**config.mk**
```make
export PLATFORM = sky130hd
export DESIGN_NAME = scpu_reduce
export DESIGN_NICKNAME = d
export VERILOG_FILES = /design/src/design/scpu_pkg.sv /design/src/design/scpu_reduce.sv
export SDC_FILE = /design/constraint.sdc
export NUM_CORES = 2
export LEC_CHECK = 0
export BUFFER_PORTS_ARGS = -buffer_cell sky130_fd_sc_hd__buf_2
export CORE_ASPECT_RATIO = 0.6
export CORE_MARGIN = 1
export CORE_UTILIZATION = 35
export DETAILED_ROUTE_END_ITERATION = 8
export PLACE_DENSITY_LB_ADDON = 0.3
export SLEW_MARGIN = 30
export SYNTH_ARGS = -nofsm -noshare
export SYNTH_HDL_FRONTEND = slang
export SYNTH_SLANG_ARGS = --single-unit
```
**constraint.sdc**
```tcl
create_clock -name clock -period 21.3 [get_ports clock]
set_input_delay 3.195 -clock clock [delete_from_list [all_inputs] [get_ports clock]]
set_output_delay 3.195 -clock clock [all_outputs]
set_load 0.05 [all_outputs]
```
**src/design/scpu_pkg.sv**
```systemverilog
// Shared types, constants and coefficient tables for the sine/cosine polynomial unit.
package scpu_pkg;

   localparam int WORK_FRAC = 31;
   localparam int RED_FRAC  = 47;
   localparam int ACC_W     = 34;
   localparam int HORNER_STEPS = 6;

   localparam logic [31:0] TWO_OVER_PI_Q32 = 32'hA2F9836E;
   localparam logic [47:0] HALF_PI_Q47     = 48'hC90FDAA22169;

   // first Horner step that applies for each polynomial length
   localparam logic [2:0] SIN_FIRST_LONG  = 3'd2;
   localparam logic [2:0] SIN_FIRST_SHORT = 3'd4;
   localparam logic [2:0] COS_FIRST_LONG  = 3'd1;
   localparam logic [2:0] COS_FIRST_SHORT = 3'd3;

   localparam logic [1:0] QUADRANT_0 = 2'd0;
   localparam logic [1:0] QUADRANT_1 = 2'd1;
   localparam logic [1:0] QUADRANT_2 = 2'd2;
   localparam logic [1:0] QUADRANT_3 = 2'd3;

   typedef logic signed [ACC_W-1:0] acc_type;

   typedef struct packed {
      logic valid;
      logic long_mode;
      logic neg;
   } tag_type;

   typedef struct packed {
      tag_type     tag;
      logic [1:0]  quad;
      logic        x_neg;
      logic [31:0] x_mag;
      logic [31:0] x2;
   } poly_ctl_type;

   function automatic acc_type cos_coef(input logic [2:0] step);
      acc_type coef;
      case (step)
         3'd1:    coef = -34'sd592;
         3'd2:    coef = 34'sd53261;
         3'd3:    coef = -34'sd2982616;
         3'd4:    coef = 34'sd89478485;
         3'd5:    coef = -34'sd1073741824;
         3'd6:    coef = 34'sd2147483648;
         default: coef = '0;
      endcase
      return coef;
   endfunction

   function automatic acc_type sin_coef(input logic [2:0] step);
      acc_type coef;
      case (step)
         3'd2:    coef = 34'sd5918;
         3'd3:    coef = -34'sd426088;
         3'd4:    coef = 34'sd17895697;
         3'd5:    coef = -34'sd357913941;
         3'd6:    coef = 34'sd2147483648;
         default: coef = '0;
      endcase
      return coef;
   endfunction

   function automatic acc_type sin_init(input logic long_mode);
      return long_mode ? -34'sd54 : -34'sd426088;
   endfunction

   function automatic acc_type cos_init(input logic long_mode);
      return long_mode ? 34'sd4 : 34'sd53261;
   endfunction

   function automatic logic sin_step_on(input logic [2:0] step, input logic long_mode);
      return long_mode ? (step >= SIN_FIRST_LONG) : (step >= SIN_FIRST_SHORT);
   endfunction

   function automatic logic cos_step_on(input logic [2:0] step, input logic long_mode);
      return long_mode ? (step >= COS_FIRST_LONG) : (step >= COS_FIRST_SHORT);
   endfunction

endpackage

```
**src/design/scpu_reduce.sv**
```systemverilog
// Quadrant reduction: magnitude, quadrant index, remainder and its square.
module scpu_reduce import scpu_pkg::*; #(
   parameter int ANGLE_FRAC_BITS = 24
) (
   input  logic               clock,
   input  logic               reset,
   input  logic               in_valid,
   input  logic               long_mode,
   input  logic signed [31:0] angle,
   output poly_ctl_type       ctl_out
);

   localparam int NW        = 32 - ANGLE_FRAC_BITS;
   localparam int QSHIFT    = ANGLE_FRAC_BITS + 32;
   localparam int RED_SHIFT = RED_FRAC - ANGLE_FRAC_BITS;
   localparam int RND_SHIFT = RED_FRAC - WORK_FRAC;

   tag_type tag1_ff, tag2_ff, tag3_ff, tag4_ff, tag5_ff, tag6_ff, tag7_ff, tag8_ff;
   tag_type tag1_in;

   logic [31:0]        m1_ff, m1_in;
   logic [31:0]        m2_ff;
   logic [63:0]        q_ff, q_in;
   logic [31:0]        m3_ff;
   logic [NW-1:0]      n_ff, n_in;
   logic [63:0]        q_round;
   logic [63:0]        hp_ff, hp_in;
   logic [63:0]        mshift_ff, mshift_in;
   logic [1:0]         quad4_ff, quad5_ff, quad6_ff, quad7_ff, quad8_ff;
   logic signed [63:0] wide_ff, wide_in;
   logic [63:0]        wide_mag, x_round;
   logic [31:0]        x_mag6_ff, x_mag6_in, x_mag7_ff, x_mag8_ff;
   logic               x_neg6_ff, x_neg7_ff, x_neg8_ff;
   logic [63:0]        sq_ff, sq_in;
   logic [31:0]        x2_ff, x2_in;

   always_comb begin
      tag1_in.valid     = in_valid;
      tag1_in.long_mode = long_mode;
      tag1_in.neg       = angle[31];
      m1_in = angle[31] ? (32'd0 - angle) : angle;
      q_in  = 64'(m1_ff) * 64'(TWO_OVER_PI_Q32);
      q_round = q_ff + (64'd1 << (QSHIFT - 1));
      n_in  = NW'(q_round >> QSHIFT);
      hp_in = 64'(n_ff) * 64'(HALF_PI_Q47);
      mshift_in = 64'(m3_ff) << RED_SHIFT;
      wide_in = $signed(mshift_ff) - $signed(hp_ff);
      wide_mag = wide_ff[63] ? 64'(-wide_ff) : 64'(wide_ff);
      x_round = (wide_mag + (64'd1 << (RND_SHIFT - 1))) >> RND_SHIFT;
      x_mag6_in = x_round[31:0];
      sq_in = 64'(x_mag6_ff) * 64'(x_mag6_ff);
      x2_in = 32'((sq_ff + (64'd1 << (WORK_FRAC - 1))) >> WORK_FRAC);
   end

   always_ff @(posedge clock) begin
      if (reset) begin
         tag1_ff.valid <= 1'b0;
         tag2_ff.valid <= 1'b0;
         tag3_ff.valid <= 1'b0;
         tag4_ff.valid <= 1'b0;
         tag5_ff.valid <= 1'b0;
         tag6_ff.valid <= 1'b0;
         tag7_ff.valid <= 1'b0;
         tag8_ff.valid <= 1'b0;
      end else begin
         tag1_ff <= tag1_in;
         tag2_ff <= tag1_ff;
         tag3_ff <= tag2_ff;
         tag4_ff <= tag3_ff;
         tag5_ff <= tag4_ff;
         tag6_ff <= tag5_ff;
         tag7_ff <= tag6_ff;
         tag8_ff <= tag7_ff;
      end
   end

   always_ff @(posedge clock) begin
      m1_ff     <= m1_in;
      m2_ff     <= m1_ff;
      q_ff      <= q_in;
      m3_ff     <= m2_ff;
      n_ff      <= n_in;
      hp_ff     <= hp_in;
      mshift_ff <= mshift_in;
      quad4_ff  <= n_ff[1:0];
      quad5_ff  <= quad4_ff;
      wide_ff   <= wide_in;
      quad6_ff  <= quad5_ff;
      x_mag6_ff <= x_mag6_in;
      x_neg6_ff <= wide_ff[63];
      quad7_ff  <= quad6_ff;
      x_mag7_ff <= x_mag6_ff;
      x_neg7_ff <= x_neg6_ff;
      sq_ff     <= sq_in;
      quad8_ff  <= quad7_ff;
      x_mag8_ff <= x_mag7_ff;
      x_neg8_ff <= x_neg7_ff;
      x2_ff     <= x2_in;
   end

   always_comb begin
      ctl_out.tag   = tag8_ff;
      ctl_out.quad  = quad8_ff;
      ctl_out.x_neg = x_neg8_ff;
      ctl_out.x_mag = x_mag8_ff;
      ctl_out.x2    = x2_ff;
   end

endmodule

```
======== Word-level counts from Yosys, hierarchy flattened ========
Cells that the tools add are included.
storage, ports and cells
  output and inout port bits .............. 70
  bits of input ports ..................... 36
  logic and storage cells ................. 57
  bits in registers ....................... 540
operators by class
  multiply operators ...................... 3
  muxes and demuxes ....................... 2
  $add $sub $neg .......................... 6
operators by type and width
  operator                                              number
  adder 64 x 56 -> 64 bit (second input constant)       1
  adder 63 x 31 -> 63 bit (second input constant)       1
  multiplier 32 x 31 -> 63 bit (second input constant)  1
  multiplier 32 x 32 -> 63 bit                          1
  subtractor 55 x 56 -> 57 bit                          1
  multiplier 8 x 48 -> 56 bit (second input constant)   1
  adder 48 x 16 -> 48 bit (second input constant)       1
  2-to-1 mux 48 bit                                     1
  negator 48 bit                                        1
  subtractor 1 x 32 -> 32 bit (first input constant)    1
  2-to-1 mux 31 bit                                     1

======== Logic depth before layout (Yosys ltp) ========
  depth in word-level cells ............... 3
  gate-level depth with buffers ........... 31

======== Least setup slack after synthesis ========
OpenSTA, ideal clock, no wires.
  path kind ............................... register -> register
  from .................................... reg x_mag6_ff[2]
  to ...................................... reg sq_ff[57]
  stages on the path, launching flop included .. 30
  setup slack ............................. 13737 ps
  arrival ................................. 7492 ps
  cell sequence ........................... dfxtp_1 -> clkbuf_1 -> buf_1 -> nand2_1 -> fa_1 -> inv_1 -> fa_1 -> inv_1 -> fa_1 -> fa_1 -> inv_1 -> fa_1 -> inv_1 -> fa_1 -> inv_1 -> fa_1 -> inv_1 -> fa_1 -> inv_1 -> ha_1 -> nand2_1 -> nor2_1 -> nand2_1 -> nor3_1 -> o21ai_0 -> a22oi_1 -> a21oi_1 -> o31ai_1 -> a221o_1 -> xor2_1
between the ends
  cells in the longest elaborated chain, start to end .. 1
ends and longest elaborated chain
  item                          RTL line           text
  start, declared               scpu_reduce.sv:32  logic [31:0] x_mag6_ff, x_mag6_in, x_mag7_ff, x_mag8_ff;
  start signal, assigned        scpu_reduce.sv:89  x_mag6_ff <= x_mag6_in;
  multiplier 32 x 32 -> 63 bit  scpu_reduce.sv:51  sq_in = 64'(x_mag6_ff) * 64'(x_mag6_ff);
  net sq_in[57]                 scpu_reduce.sv:34  logic [63:0] sq_ff, sq_in;
  end signal, assigned          scpu_reduce.sv:94  sq_ff <= sq_in;
  end, declared                 scpu_reduce.sv:34
The timed path passes the listed nets, and every way through them passes these cells.
A chain may end at the register's enable or synchronous reset.

======== Final worst setup path ========
  from .................................... reg x_mag6_ff[18]
  to ...................................... reg sq_ff[60]
The elaborated chain is that of the path after synthesis.

==> results.toml <==
[routing]
first_pass_iters = 6
ant_nets = 0
vias_per_cell = 4.83
wl_per_cell_um = 20.6
drt_iter0_markers = 3382
routed_wl_um = 181000
vias = 42200
drc = 0

[sta]
fin_crit_ns = 9.87
drv_slew = 0
setup_viol = 0
worstMarginPinSlew_ns = 0.985
period_share = 0.464
fmax_mhz = 101
rsz0062_at_grt = "false"
maxSlewHeadroom = 0.343
tns_ns = 0
skew_ns = 0.0510
hold_viol_final = 0

[grt]
grt_use_met2 = 0.239
use_met3 = 0.0814
grt_pass1_wl_um = 280000
busiest_layer = "met1"
gr-total-overflow = 0
use_met1 = 0.339
grt_pass1_vias = 44400
grt_max_degree = 41
antenna_found_initial = 11
grt_use_total = 0.204

[finish]
utilization = 0.383
drive_gt1_frac = 0.0438
mostFrequentLayoutCells = "1645 x inv_1, 1275 x fa_1, 828 x ha_1, 428 x dfxtp_1, 345 x nand2_1"
layout_commonest_cell = "inv_1"
register_area_um2 = 9070
area_growth_pct = 8.15
nets = 8468
nFillCells = 17700
multi_input_area_um2 = 47600

[critical_path]
cp.required_ns = 21.91
critPathArrivalTime_ns = 10.49
end_kind = "flip-flop"
r2r_slack_ns = 11.43
critical_path_class = "reg2reg"
cp-start-kind = "flip-flop"
crit_fanout = 30

[clocking]
cts_tree = "built"
htree_num_levels = 2
cts_buffers = 50
cts_resized = 0
path_clk_slew_ns = 0.09
cts_setup_buffers = 0
ctsHoldBuffers = 0
clockBufferDepth = 3
clk_latency_ns = 0.71
clkSinkCount = 445
cts_root_buf = "clkbuf_16"

[logic_synthesis]
syn_inst = 6255
synth_edf_count = 16
synthArstFlopShare = 0
avgSynthCellArea_um2 = 10.1
synth-seq-area-share = 0.143
ys_seq_elements = 445
netlist_area_um2 = 63400
ys_types = 73
syn_nets = 8394
synthFlopType = "dfxtp_1"
ys_warn_count = 0

[floorplanning]
num_io_pins = 106
die-area_um2 = 183000
core.rowCount = 120
dieHeight_um = 332
die_w_um = 551
core_um2 = 179000
start_util = 0.354

[place]
io_buffers = 105
post-dp-hpwl_um = 154000
gp_congestion = 0.984

[hold_path]
hold_class = "reg2reg"

[flow_run]
max_cap_viol_count = 0

[status]
outcome = "completed"
==> metal layers <==
layer  wire, µm  vias to the layer above
li1           -                    19300
met1      94800                    21200
met2      61300                     1633
met3      22800                      113
met4       1720                        4
met5         27                        -
==> flip-flops by register name, summed over array words and instances (netlist names), 8 cells and up <==
| signal | cells |
|---|---|
| hp_ff | 55 |
| m1_ff | 32 |
| m2_ff | 32 |
| m3_ff | 32 |
| mshift_ff | 32 |
| n_ff | 8 |
| q_ff | 9 |
| sq_ff | 34 |
| wide_ff | 49 |
| x2_ff | 32 |
| x_mag6_ff | 32 |
| x_mag7_ff | 31 |
| x_mag8_ff | 32 |
==> worst max-delay path: stages (launching register included) <==
cell and delay, ns:
dfxtp_1 0.31, buf_4 0.42, clkinv_1 0.62, nor2_1 0.46, fa_1 0.51, fa_1 0.58
inv_1 0.07, fa_1 0.51, fa_1 0.57, inv_1 0.07, fa_1 0.56, fa_1 0.44
fa_1 0.40, fa_1 0.48, ha_1 0.34, a21oi_1 0.29, o211ai_1 0.14, nor2_1 0.55
o211ai_1 0.50, o21ai_0 0.44, a22oi_1 0.11, buf_4 0.25, a221o_1 0.42, a21o_1 0.21
a221oi_1 0.32, xnor2_1 0.17
==> Yosys cell counts (40+ instances only) <==
cell	instances	area, µm²
a21o_1	105	788
a21oi_1	171	856
and2_1	251	1570
clkbuf_1	121	454
dfxtp_1	429	8590
fa_1	1275	25500
ha_1	828	10400
inv_1	1645	6170
nand2_1	345	1290
nand3_1	45	225
nand4_1	40	250
nor2_1	139	522
o21ai_0	115	576
xnor2_1	195	1710
xor2_1	97	850
==> logic make-up (layout without fill, tap and decap cells) <==
| kind of cell | after synthesis | after routing | synth area share |
|---|---|---|---|
| other | 1 | 3 | 0.0000592 |
| buffers and inverters | 1777 | 1892 | 0.106 |
| xor gates and xnor gates | 292 | 292 | 0.0403 |
| DFF | 445 | 445 | 0.143 |
| muxes | 4 | 4 | 0.000651 |
| and+or+nand+nor | 1039 | 1039 | 0.0836 |
| AOI/OAI and AO/OA | 594 | 594 | 0.0606 |
| adders and majority gates | 2103 | 2103 | 0.566 |
==> stage by stage <==
step / hold WS (ns) / instance area (µm²) / std cells / setup slack, ns
after floorplan: 0.310 / 63400 / 6255 / 13.74
after global placement: 0.312 / 66700 / 8655 / 11.62
after detailed placement: 0.312 / 66700 / 8655 / 11.66
after CTS: 0.305 / 68500 / 8748 / 11.58
after global routing: 0.310 / 68500 / 8749 / 10.85
final: 0.302 / 68500 / 8751 / 11.43
==> path summary, 6_finish.rpt <==
kind                         start           endpoint  cells past startpoint
max          x_mag6_ff[18]$_DFF_P_  sq_ff[60]$_DFF_P_                     25
min reg2reg      m2_ff[27]$_DFF_P_  m3_ff[27]$_DFF_P_                      0
min              m2_ff[27]$_DFF_P_  m3_ff[27]$_DFF_P_                      0
max reg2reg  x_mag6_ff[18]$_DFF_P_  sq_ff[60]$_DFF_P_                     25
==> layout make-up <==
class | count | share of cell area
Multi-Input combinational cell | 4033 | 0.695
Clock buffer | 54 | 0.0191
Antenna cell | 2 | 0.0000730
Tap cell | 2379 | 0.0434
Clock inverter | 39 | 0.00726
Sequential cell | 445 | 0.132
Inverter | 1647 | 0.0902
Timing Repair Buffer | 152 | 0.0128
Power is not shown: default switching activity piles up to over one toggle a cycle in this logic, so the estimate is an artifact.
